==> src/lms_pkg.sv <==
// ----------------------------------------------------------------------------
// lms_pkg: shared types and constants for the LCD mode/line sequencer
// Mode codes, one-hot sequencer states, register indexes and the result beat.
// ----------------------------------------------------------------------------
package lms_pkg;

  // Mode codes as seen on the result channel
  typedef enum logic [1:0] {
    LCD_HBLANK = 2'd0,
    LCD_VBLANK = 2'd1,
    LCD_OAM    = 2'd2,
    LCD_VRAM   = 2'd3
  } lcd_mode_e;

  // One-hot sequencer state
  typedef enum logic [3:0] {
    ST_HBLANK = 4'b0001,
    ST_VBLANK = 4'b0010,
    ST_OAM    = 4'b0100,
    ST_VRAM   = 4'b1000
  } mode_state_e;

  // Configuration register indexes
  typedef enum logic [2:0] {
    REG_COMPARE_LINE = 3'd0,
    REG_COIN_IRQ_EN  = 3'd1,
    REG_OAM_CYCLES   = 3'd2,
    REG_VRAM_CYCLES  = 3'd3,
    REG_HBLANK_CYCLES = 3'd4,
    REG_LINE_CYCLES  = 3'd5
  } cfg_reg_e;

  localparam int unsigned CfgIdxW  = 3;
  localparam int unsigned CfgDataW = 10;
  localparam int unsigned DurW     = 10;
  localparam int unsigned CdW      = 12;

  localparam logic [DurW-1:0] OAM_CYCLES_RST    = 10'd80;
  localparam logic [DurW-1:0] VRAM_CYCLES_RST   = 10'd172;
  localparam logic [DurW-1:0] HBLANK_CYCLES_RST = 10'd204;
  localparam logic [DurW-1:0] LINE_CYCLES_RST   = 10'd456;

  // One result beat
  typedef struct packed {
    lcd_mode_e  mode;
    logic [7:0] line;
    logic       coincidence;
    logic       vblank_irq;
    logic       stat_irq;
  } result_t;

  function automatic lcd_mode_e state_to_code(input mode_state_e st);
    lcd_mode_e code;
    case (st)
      ST_HBLANK: code = LCD_HBLANK;
      ST_VBLANK: code = LCD_VBLANK;
      ST_OAM:    code = LCD_OAM;
      default:   code = LCD_VRAM;
    endcase
    return code;
  endfunction

endpackage

==> src/lms_result_buf.sv <==
// ----------------------------------------------------------------------------
// lms_result_buf: two-entry result buffer
// Decouples the step logic from the result channel; ready is registered.
// ----------------------------------------------------------------------------
module lms_result_buf (
  input  logic             clk_i,
  input  logic             rst_ni,
  input  logic             push_i,
  input  lms_pkg::result_t push_data_i,
  output logic             space_o,
  output logic             out_valid_o,
  input  logic             out_ready_i,
  output lms_pkg::result_t out_data_o
);
  import lms_pkg::*;

  result_t    mem_q [2];
  logic       wr_ptr_q, wr_ptr_d;
  logic       rd_ptr_q, rd_ptr_d;
  logic [1:0] count_q, count_d;
  logic       pop;

  assign pop         = out_valid_o && out_ready_i;
  assign out_valid_o = (count_q != 2'd0);
  assign space_o     = (count_q != 2'd2);
  assign out_data_o  = mem_q[rd_ptr_q];

  // pointer and fill update
  always_comb begin
    wr_ptr_d = push_i ? ~wr_ptr_q : wr_ptr_q;
    rd_ptr_d = pop ? ~rd_ptr_q : rd_ptr_q;
    count_d  = count_q;
    if (push_i && !pop) begin
      count_d = count_q + 2'd1;
    end else if (pop && !push_i) begin
      count_d = count_q - 2'd1;
    end
  end

  always_ff @(posedge clk_i or negedge rst_ni) begin
    if (!rst_ni) begin
      wr_ptr_q <= 1'b0;
      rd_ptr_q <= 1'b0;
      count_q  <= 2'd0;
    end else begin
      wr_ptr_q <= wr_ptr_d;
      rd_ptr_q <= rd_ptr_d;
      count_q  <= count_d;
    end
  end

  // storage, no reset
  always_ff @(posedge clk_i) begin
    if (push_i) begin
      mem_q[wr_ptr_q] <= push_data_i;
    end
  end

`ifndef SYNTH
  a_no_overflow: assert property (@(posedge clk_i) disable iff (!rst_ni)
    push_i |-> space_o) else $error("push into full result buffer");
  a_count_range: assert property (@(posedge clk_i) disable iff (!rst_ni)
    count_q != 2'd3) else $error("result buffer count out of range");
  a_ptr_track: assert property (@(posedge clk_i) disable iff (!rst_ni)
    (count_q == 2'd0 || count_q == 2'd2) |-> (wr_ptr_q == rd_ptr_q))
    else $error("result buffer pointers out of step");
`endif

endmodule

==> src/lcd_mode_line_sequencer.sv <==
// ----------------------------------------------------------------------------
// lcd_mode_line_sequencer: LCD mode and scanline timing
// Counts down machine cycles and walks OAM/VRAM/HBLANK/VBLANK per line.
// ----------------------------------------------------------------------------
//  channel | direction | handshake                 | payload
//  --------+-----------+---------------------------+-----------------------------
//  in      | input     | in_valid_i / in_ready_o   | elapsed_cycles_i
//  out     | output    | out_valid_o / out_ready_i | lcd_mode_o, line_number_o,
//          |           |                           | coincidence_o, vblank_irq_o,
//          |           |                           | stat_irq_o
//  cfg     | input     | cfg_valid_i / cfg_ready_o | cfg_index_i, cfg_data_i
//
// One beat accepted per cycle while in_ready_o is high; its result is registered.
// The countdown/mode update is a single subtract, saturate and add per beat.
// A two-entry result buffer holds results while out stalls; in_ready_o drops
// only when both entries are full. cfg_ready_o is always high.
// Reset: countdown 0, mode OAM, line 0, flag 0, durations 80/172/204/456.
// ----------------------------------------------------------------------------
module lcd_mode_line_sequencer #(
  parameter int unsigned VISIBLE_LINES = 144,
  parameter int unsigned LAST_LINE     = 153
) (
  input  logic                          clk_i,
  input  logic                          rst_ni,
  input  logic                          in_valid_i,
  output logic                          in_ready_o,
  input  logic [7:0]                    elapsed_cycles_i,
  output logic                          out_valid_o,
  input  logic                          out_ready_i,
  output logic [1:0]                    lcd_mode_o,
  output logic [7:0]                    line_number_o,
  output logic                          coincidence_o,
  output logic                          vblank_irq_o,
  output logic                          stat_irq_o,
  input  logic                          cfg_valid_i,
  output logic                          cfg_ready_o,
  input  logic [lms_pkg::CfgIdxW-1:0]   cfg_index_i,
  input  logic [lms_pkg::CfgDataW-1:0]  cfg_data_i
);
  import lms_pkg::*;

  localparam logic [7:0] VisLine  = 8'(VISIBLE_LINES);
  localparam logic [7:0] LastLine = 8'(LAST_LINE);
  localparam logic signed [CdW:0] CdMin13 = -13'sd2048;

  // configuration
  logic [7:0]      cmp_line_q;
  logic            irq_en_q;
  logic [DurW-1:0] oam_cyc_q, vram_cyc_q, hblank_cyc_q, line_cyc_q;

  // sequencer state
  logic signed [CdW-1:0] cd_q, cd_d;
  mode_state_e           mode_q, mode_d;
  logic [7:0]            line_q, line_d;
  logic                  coin_q, coin_d;

  logic                  accept;
  logic signed [CdW:0]   cd_sub;
  logic signed [CdW-1:0] cd_sat;
  logic                  expired;
  logic [7:0]            line_inc;
  logic [7:0]            cmp_src;
  logic                  do_cmp;
  logic                  match;
  logic [DurW-1:0]       add;
  logic                  vbl, stat;
  result_t               res;
  result_t               out_res;

  assign cfg_ready_o = 1'b1;

  // register writes, unknown indexes ignored
  always_ff @(posedge clk_i or negedge rst_ni) begin
    if (!rst_ni) begin
      cmp_line_q   <= 8'd0;
      irq_en_q     <= 1'b0;
      oam_cyc_q    <= OAM_CYCLES_RST;
      vram_cyc_q   <= VRAM_CYCLES_RST;
      hblank_cyc_q <= HBLANK_CYCLES_RST;
      line_cyc_q   <= LINE_CYCLES_RST;
    end else if (cfg_valid_i) begin
      case (cfg_reg_e'(cfg_index_i))
        REG_COMPARE_LINE:  cmp_line_q   <= cfg_data_i[7:0];
        REG_COIN_IRQ_EN:   irq_en_q     <= cfg_data_i[0];
        REG_OAM_CYCLES:    oam_cyc_q    <= cfg_data_i;
        REG_VRAM_CYCLES:   vram_cyc_q   <= cfg_data_i;
        REG_HBLANK_CYCLES: hblank_cyc_q <= cfg_data_i;
        REG_LINE_CYCLES:   line_cyc_q   <= cfg_data_i;
        default: ;
      endcase
    end
  end

  assign accept = in_valid_i && in_ready_o;

  // countdown subtract with saturation at the negative limit
  assign cd_sub  = {cd_q[CdW-1], cd_q} - $signed({5'd0, elapsed_cycles_i});
  assign cd_sat  = (cd_sub < CdMin13) ? CdMin13[CdW-1:0] : cd_sub[CdW-1:0];
  assign expired = cd_sat[CdW-1] || (cd_sat == '0);
  assign line_inc = line_q + 8'd1;

  // mode transition
  always_comb begin
    mode_d  = mode_q;
    line_d  = line_q;
    add     = '0;
    vbl     = 1'b0;
    do_cmp  = 1'b0;
    cmp_src = line_q;
    if (expired) begin
      case (mode_q)
        ST_HBLANK: begin
          line_d  = line_inc;
          cmp_src = line_inc;
          do_cmp  = 1'b1;
          if (line_inc < VisLine) begin
            mode_d = ST_OAM;
            add    = oam_cyc_q;
          end else begin
            vbl    = 1'b1;
            mode_d = ST_VBLANK;
            add    = line_cyc_q;
          end
        end
        ST_VBLANK: begin
          do_cmp = 1'b1;
          if (line_q < LastLine) begin
            line_d = line_inc;
            add    = line_cyc_q;
          end else begin
            line_d = 8'd0;
            mode_d = ST_OAM;
            add    = oam_cyc_q;
          end
        end
        ST_OAM: begin
          mode_d = ST_VRAM;
          add    = vram_cyc_q;
        end
        default: begin
          do_cmp = 1'b1;
          mode_d = ST_HBLANK;
          add    = hblank_cyc_q;
        end
      endcase
    end
  end

  // line compare and countdown reload
  assign match  = (cmp_src == cmp_line_q);
  assign coin_d = do_cmp ? match : coin_q;
  assign stat   = do_cmp && match && irq_en_q;
  assign cd_d   = expired ? (cd_sat + $signed({2'd0, add})) : cd_sat;

  always_ff @(posedge clk_i or negedge rst_ni) begin
    if (!rst_ni) begin
      cd_q   <= '0;
      mode_q <= ST_OAM;
      line_q <= 8'd0;
      coin_q <= 1'b0;
    end else if (accept) begin
      cd_q   <= cd_d;
      mode_q <= mode_d;
      line_q <= line_d;
      coin_q <= coin_d;
    end
  end

  // result beat
  always_comb begin
    res.mode        = state_to_code(mode_d);
    res.line        = line_d;
    res.coincidence = coin_d;
    res.vblank_irq  = vbl;
    res.stat_irq    = stat;
  end

  lms_result_buf u_result_buf (
    .clk_i       (clk_i),
    .rst_ni      (rst_ni),
    .push_i      (accept),
    .push_data_i (res),
    .space_o     (in_ready_o),
    .out_valid_o (out_valid_o),
    .out_ready_i (out_ready_i),
    .out_data_o  (out_res)
  );

  assign lcd_mode_o    = out_res.mode;
  assign line_number_o = out_res.line;
  assign coincidence_o = out_res.coincidence;
  assign vblank_irq_o  = out_res.vblank_irq;
  assign stat_irq_o    = out_res.stat_irq;

`ifndef SYNTH
  a_vbl_enters_vblank: assert property (@(posedge clk_i) disable iff (!rst_ni)
    (accept && vbl) |=> (mode_q == ST_VBLANK && line_q == VisLine))
    else $error("vblank pulse without entering vblank");
  a_stat_sets_flag: assert property (@(posedge clk_i) disable iff (!rst_ni)
    (accept && stat) |=> coin_q) else $error("stat pulse without coincidence");
  a_cd_bound: assert property (@(posedge clk_i) disable iff (!rst_ni)
    cd_q <= $signed(12'sd1023)) else $error("countdown above max duration");
`endif

endmodule
==> config.mk <==
export PLATFORM = sky130hd
export DESIGN_NAME = lcd_mode_line_sequencer
export DESIGN_NICKNAME = d
export VERILOG_FILES = /design/src/lms_pkg.sv /design/src/lms_result_buf.sv /design/src/lcd_mode_line_sequencer.sv
export SDC_FILE = /design/constraint.sdc
export NUM_CORES = 1
export LEC_CHECK = 0
export ABC_AREA = 1
export BUFFER_PORTS_ARGS = -buffer_cell sky130_fd_sc_hd__clkbuf_2
export CAP_MARGIN = 20
export CORE_MARGIN = 2
export CORE_UTILIZATION = 55
export DETAILED_ROUTE_END_ITERATION = 10
export PLACE_DENSITY = 0.84
export SLEW_MARGIN = 0
export SYNTH_ARGS = -nofsm -noshare
export SYNTH_HDL_FRONTEND = slang
export SYNTH_SLANG_ARGS = --single-unit
==> constraint.sdc <==
create_clock -name clk_i -period 4.25 [get_ports clk_i]
set_input_delay 0.85 -clock clk_i [delete_from_list [all_inputs] [get_ports clk_i]]
set_output_delay 0.85 -clock clk_i [all_outputs]
set_load 0.005 [all_outputs]
; ---- After elaboration in Yosys (flattened, before gate mapping)
; Memories as Yosys holds them, arrays and structs flattened.
; Index checks and enable logic that the tools add are counted.
[word_totals]
ram_bits = 26
mem_count = 1
register_bits = 78
[classes]
eq_ne = 13
reduce_logical = 19
magnitude_cmp = 3
n_mux = 26
bitwise_logic = 2
n_addsub = 5
[mem_list]
columns = name, words, word_bits, rd, rd_clocked_by_memory_dff, write_ports, line
row1 = u_result_buf.mem_q, 2, 13, 1, 0, 1, lms_result_buf.sv:17  ; result_t mem_q [2];
[op_table]
columns = cell, count
row1 = $mux W8, 4
row2 = $mux W10, 3
row3 = $pmux W10 S3, 1
row4 = $mux W12, 2
row5 = $lt A8 B8 Y1 const B, 2
row6 = $pmux W8 S2, 1
row7 = $lt A13 B12 Y1 const B, 1
row8 = $sub A12 B9 Y13, 1
row9 = $add A12 B11 Y12, 1
row10 = $logic_not A12 Y1, 1
row11 = $pmux W4 S3, 1
row12 = $reduce_and A2 Y1, 6
row13 = $add A8 B1 Y8 const B, 1
row14 = $eq A4 B1 Y1 const B, 2
row15 = $eq A4 B2 Y1 const B, 2
row16 = $eq A4 B3 Y1 const B, 2
row17 = $eq A8 B8 Y1, 1
row18 = $mux W1, 8
row19 = $mux W4, 2
row20 = $eq A3 B2 Y1 const B, 2
row21 = $eq A3 B3 Y1 const B, 2
row22 = $logic_and A1 B1 Y1, 6
row23 = $pmux W2 S3, 1
row24 = $mux W2, 2
row25 = other kinds (10), 13

; ---- Longest topological paths before layout
[logic_depth]
ltp_word = 9
ltp_mapped = 37

; ---- Modules after synthesis
; A second synthesis with hierarchy kept.
[hier_totals]
cells_unflattened = 809
hier_area_um2 = 6213.5
[modules_own_cells]
columns = mod, cells_each, area_each_um2, n_inst
row1 = lcd_mode_line_sequencer, 714, 5053.6, 1
row2 = lms_result_buf, 95, 1159.9, 1

; ---- Worst setup path after synthesis
; OpenSTA, ideal clock, no wires.
[synth_timing]
kind = input -> register
start = input port elapsed_cycles_i[0]
end = register cd_q[10]
required_time_ns = 4.113
stages = 31
arrival_ns = 4.869
setup_ns = 0.137
path_buffers = 2
path_slack_ns = -0.755
cell_sequence = ha_1 -> fa_1 -> o21ai_1 -> nand2_1 -> nand3_1 -> nand2_1 -> o21ai_0 -> nand2_1 -> nor2_4 -> nand2_4 -> nand2_4 -> inv_2 -> buf_2 -> buf_2 -> nor3_1 -> ha_1 -> inv_1 -> fa_1 -> o21ai_0 -> nand2_1 -> nand2_1 -> a21oi_1 -> inv_1 -> a21oi_1 -> o21bai_1 -> nand2_1 -> nand2_1 -> nand2_1 -> a21oi_1 -> xor2_1 -> o21ai_0
[synth_between]
elab_chain_len = 8
[synth_lines]
columns = element, line
row1 = from (decl), lcd_mode_line_sequencer.sv:27  ; input logic [7:0] elapsed_cycles_i,
row2 = $sub A12 B9 Y13 *, lcd_mode_line_sequencer.sv:97  ; assign cd_sub = {cd_q[CdW-1], cd_q} - $signed({5'd0, elapsed_cycles_i});
row3 = $lt A13 B12 Y1, lcd_mode_line_sequencer.sv:98  ; assign cd_sat = (cd_sub < CdMin13) ? CdMin13[CdW-1:0] : cd_sub[CdW-1:0];
row4 = $mux W12 *, lcd_mode_line_sequencer.sv:98
row5 = $logic_not A12 Y1, lcd_mode_line_sequencer.sv:99  ; assign expired = cd_sat[CdW-1] || (cd_sat == '0);
row6 = $logic_or A1 B1 Y1, lcd_mode_line_sequencer.sv:99
row7 = $mux W10, lcd_mode_line_sequencer.sv:110  ; if (expired) begin
row8 = $add A12 B11 Y12, lcd_mode_line_sequencer.sv:153  ; assign cd_d = expired ? (cd_sat + $signed({2'd0, add})) : cd_sat;
row9 = $mux W12 *, lcd_mode_line_sequencer.sv:153
row10 = to (signal assigned), lcd_mode_line_sequencer.sv:157  ; cd_q <= '0;
row11 = to (signal assigned), lcd_mode_line_sequencer.sv:162  ; cd_q <= cd_d;
row12 = to (decl), lcd_mode_line_sequencer.sv:52  ; logic signed [CdW-1:0] cd_q, cd_d;
; Mark *: on every way between the ends. The rest lies on a longest branch, timed or not.
; A chain may end at the register's enable or synchronous reset.

; ---- Final worst setup path
[layout_timing]
start = input port elapsed_cycles_i[0]
end = register cd_q[8]
; Same word-level chain as after synthesis.

==> summary.md <==
| Metric | Value |
|---|---|
| Worst path max stage delay | `0.42 ns` |
| Highest clock rate | `229 MHz` |
| Status | `finished, violations left` |
| Worst Skew | `0.00459 ns` |
| Most common cell on crit path | `nand2_1` |
| Cells after synthesis | `811` |
| Net load switching power | `3170 uW` |
| Clock transition at path regs | `0.07 ns` |
| Grt total ovfl | `0` |
| Syn avg cell area | `7.68 um2` |
| Die X | `110 um` |
| Fin crit share | `103%` |
| Peak VDD IR | `422 uV` |
| Routed Wire Length | `15.6 mm` |
| Library cells used by synthesis | `47` |
| Final Power | `6950 uW` |
| CTS Root Cell | `clkbuf_16` |
| Vias in the first global route | `5363` |
| Flop and latch count out of synthesis | `104` |
| CTS tree | `done` |
| HPWL Detailed | `10.5 mm` |
| Slew Viols, Final | `0` |
| EDFF count, synth | `26` |
| Multi-input logic area | `3160 um2` |
| Clock buffer depth | `2` |
| Failing checks | `negative setup slack` |
| CP Max Fanout | `4` |
| Largest net degree at the start of global routing | `79` |
| Core area | `10900 um2` |
| Layout net count | `951` |
| All-Layer GR Usage | `25.2%` |
| Antenna Cells | `0` |
| Combinational fraction of design power | `64.7%` |
| Max_cap viols | `0` |
| PD cells | `924 nW/um2` |
| Critical path class | `primary input to flop` |
| Synth async-reset ratio | `75.0%` |
| Post-Syn Area | `6230 um2` |
| Clock Sinks | `104` |
| Row count | `38` |
| Number of port buffers | `40` |
| Final setup viols | `3` |
| Rel. slew slack | `34.4%` |
| Worst EP arrival | `4.64 ns` |
| Clock share of power | `12.1%` |
| Commonest cells after routing, fill and taps aside | `nand2_1 (240), inv_1 (98), o21ai_0 (78), buf_4 (68), dfrtp_1 (63)` |
| Vias | `5679` |
| Worst-Margin Slew | `0.984 ns` |
| Filler cells | `848` |
| Drt wl/cell | `14.9 um` |
| Fin crit period | `4.36 ns` |
| Crit path required time | `4.53 ns` |
| Routability congestion estimate | `0.893` |
| Slowest CP cell | `fa_2` |
| H-Tree Depth | `3` |
| Crit end category | `flop` |
| HP Class | `flop to flop` |
| Io pins | `42` |
| First-pass GRT wire length | `25.2 mm` |
| Register area | `2750 um2` |
| Register area share after synthesis | `44.2%` |
| Syn. warnings | `0` |
| Syn-to-layout area delta | `20.8%` |
| Initial antenna violation count | `0` |
| Syn_nets | `861` |
| Ratio of cells with drive above 1 in the final layout | `23.3%` |
| Post-route ant nets | `0` |
| Worst-skew pair later-pin latency | `0.35 ns` |
| Commonest non-fill, non-tap cell in the layout | `nand2_1` |
| Die extent in y | `110 um` |
| Reg power frac | `23.2%` |
| Final Worst Setup Slack | `-0.110 ns` |
| RSZ-0062 raised after global routing | `true` |
| Static Leakage | `0.00376 uW` |
| Drt drc | `0` |
| Pint | `3780 uW` |
| Switch share | `45.7%` |
| Final Hold Viols | `0` |
| Initial Util | `57.0%` |
| Number of DRC markers in iteration 0 | `513` |
| Critical Path Start Type | `primary input` |
| Via-per-instance ratio | `5.43` |
| DRT Pass-1 Iters | `5` |
| Dominant synthesized flop cell | `dfrtp_1` |
| Die ar. | `12200 um2` |
| Setup WS pre-CTS | `-0.434 ns` |
| CTS Buf Count | `9` |
## metrics by stage
step | util (%) | hold slack [ns] | setup TNS (ns) | cells | area [um2]
floorplan | - | 0.443 | -1.27 | 811 | 6310
global placement | 63.5 | 0.461 | -0.840 | 1018 | 6950
detailed placement | 63.5 | 0.467 | -1.43 | 1018 | 6950
CTS | 67.1 | 0.484 | 0 | 1037 | 7340
global route | 68.8 | 0.507 | -1.23 | 1046 | 7530
finish | 68.8 | 0.481 | -0.151 | 1046 | 7530
## synthesized netlist by cell type (3+ instances only)
library cell	instances	share of area, %
nor3_1	3	0.24
nand2_1	249	15
dfstp_2	15	6.3
a21oi_1	26	2.1
dfrtp_1	63	25
a221oi_1	3	0.42
nor2_1	50	3.0
xnor2_1	4	0.56
inv_1	102	6.1
a31oi_1	6	0.60
xor2_1	14	2.0
o22ai_1	5	0.50
clkbuf_1	21	1.3
a41oi_1	3	0.42
edfxtp_1	26	13
nand3b_1	4	0.48
nand3_1	39	3.1
inv_2	8	0.48
nand2_2	8	0.80
a22oi_1	3	0.36
o21ai_1	10	0.80
ha_1	22	4.4
o21ai_0	85	6.8
buf_2	3	0.24
nand4_1	6	0.60
nor2_2	4	0.40
o32ai_2	5	1.3
## kinds of logic (layout without fill, tap and decap cells)
kind of cell               after synthesis  count (layout)  share of synthesized area, %
xor gates and xnor gates                18              18                          2.53
other                                    1               1                        0.0602
and+or+nand+nor                        369             369                          24.6
DFF                                    104             104                          44.2
adders and majority gates               24              24                          5.06
buffers and inverters                  140             235                          9.02
AOI/OAI and AO/OA                      155             155                          14.5
## path summary, 6_finish.rpt
kind | depth (start not counted) | endpoint | slack (ns) | startpoint
worst max-delay path | 29 | cd_q[8] | -0.11 | elapsed_cycles_i[0]
worst min-delay path | 2 | coin_q | 0.48 | coin_q
worst max register to register | 25 | cd_q[8] | 0.02 | line_q[0]
worst min register to register | 2 | coin_q | 0.48 | coin_q
max in group asynchronous | 1 | cd_q[9] | 2.96 | rst_ni
min in group asynchronous | 1 | cmp_line_q[4] | 0.66 | rst_ni
## final cells by class
class                   instances  share of cell area, %
clock buffers                   9                   2.99
clock inverters                 7                  0.998
flip-flops and latches        104                   36.6
repair buffers                107                   9.46
multi-input cells             567                   42.0
inverters                     112                   5.65
well taps                     140                   2.33
## flip-flops by register name, indices dropped and copies added, names as in the netlist
| register | cells |
|---|---|
| cd_q | 12 |
| cmp_line_q | 8 |
| coin_q | 1 |
| hblank_cyc_q | 10 |
| irq_en_q | 1 |
| line_cyc_q | 10 |
| line_q | 8 |
| mode_q | 4 |
| oam_cyc_q | 10 |
| u_result_buf.count_q | 2 |
| u_result_buf.mem_q | 26 |
| u_result_buf.rd_ptr_q | 1 |
| u_result_buf.wr_ptr_q | 1 |
| vram_cyc_q | 10 |
## layer usage
metal,vias up,GRT usage (%),part of all wire [%]
li1,2807,-,-
met1,2604,33.7,42
met2,225,41.8,48
met3,43,4.45,6.9
met4,0,8.42,2.3
met5,-,0,0
## worst max-delay path, delay by kind of cell
kind | cells | cell delay, ns
buffers and inverters | 5 | 0.52
XOR/XNOR | 1 | 0.16
AND/OR/NAND/NOR | 10 | 0.86
AO/OA/AOI/OAI | 10 | 1.36
adder cells (fa/ha/maj) | 3 | 0.87
## power groups by stage
stage	clock network (uW)	registers [uW]	logic (uW)
floorplan	0	1540	2710
global placement	0	1590	3780
detailed placement	0	1610	3910
CTS	856	1600	4040
global route	892	1640	4960
finish	842	1610	4500
## what timing repair did
action | 4_1_cts | 5_1_grt
setup buffers | 3 | 9
resized for setup | 10 | 29
hold buffers | 0 | 0
endpoints found under the setup margin | 1 | 6
pin swaps | 15 | 35
Power figures use the tool's default switching activity.
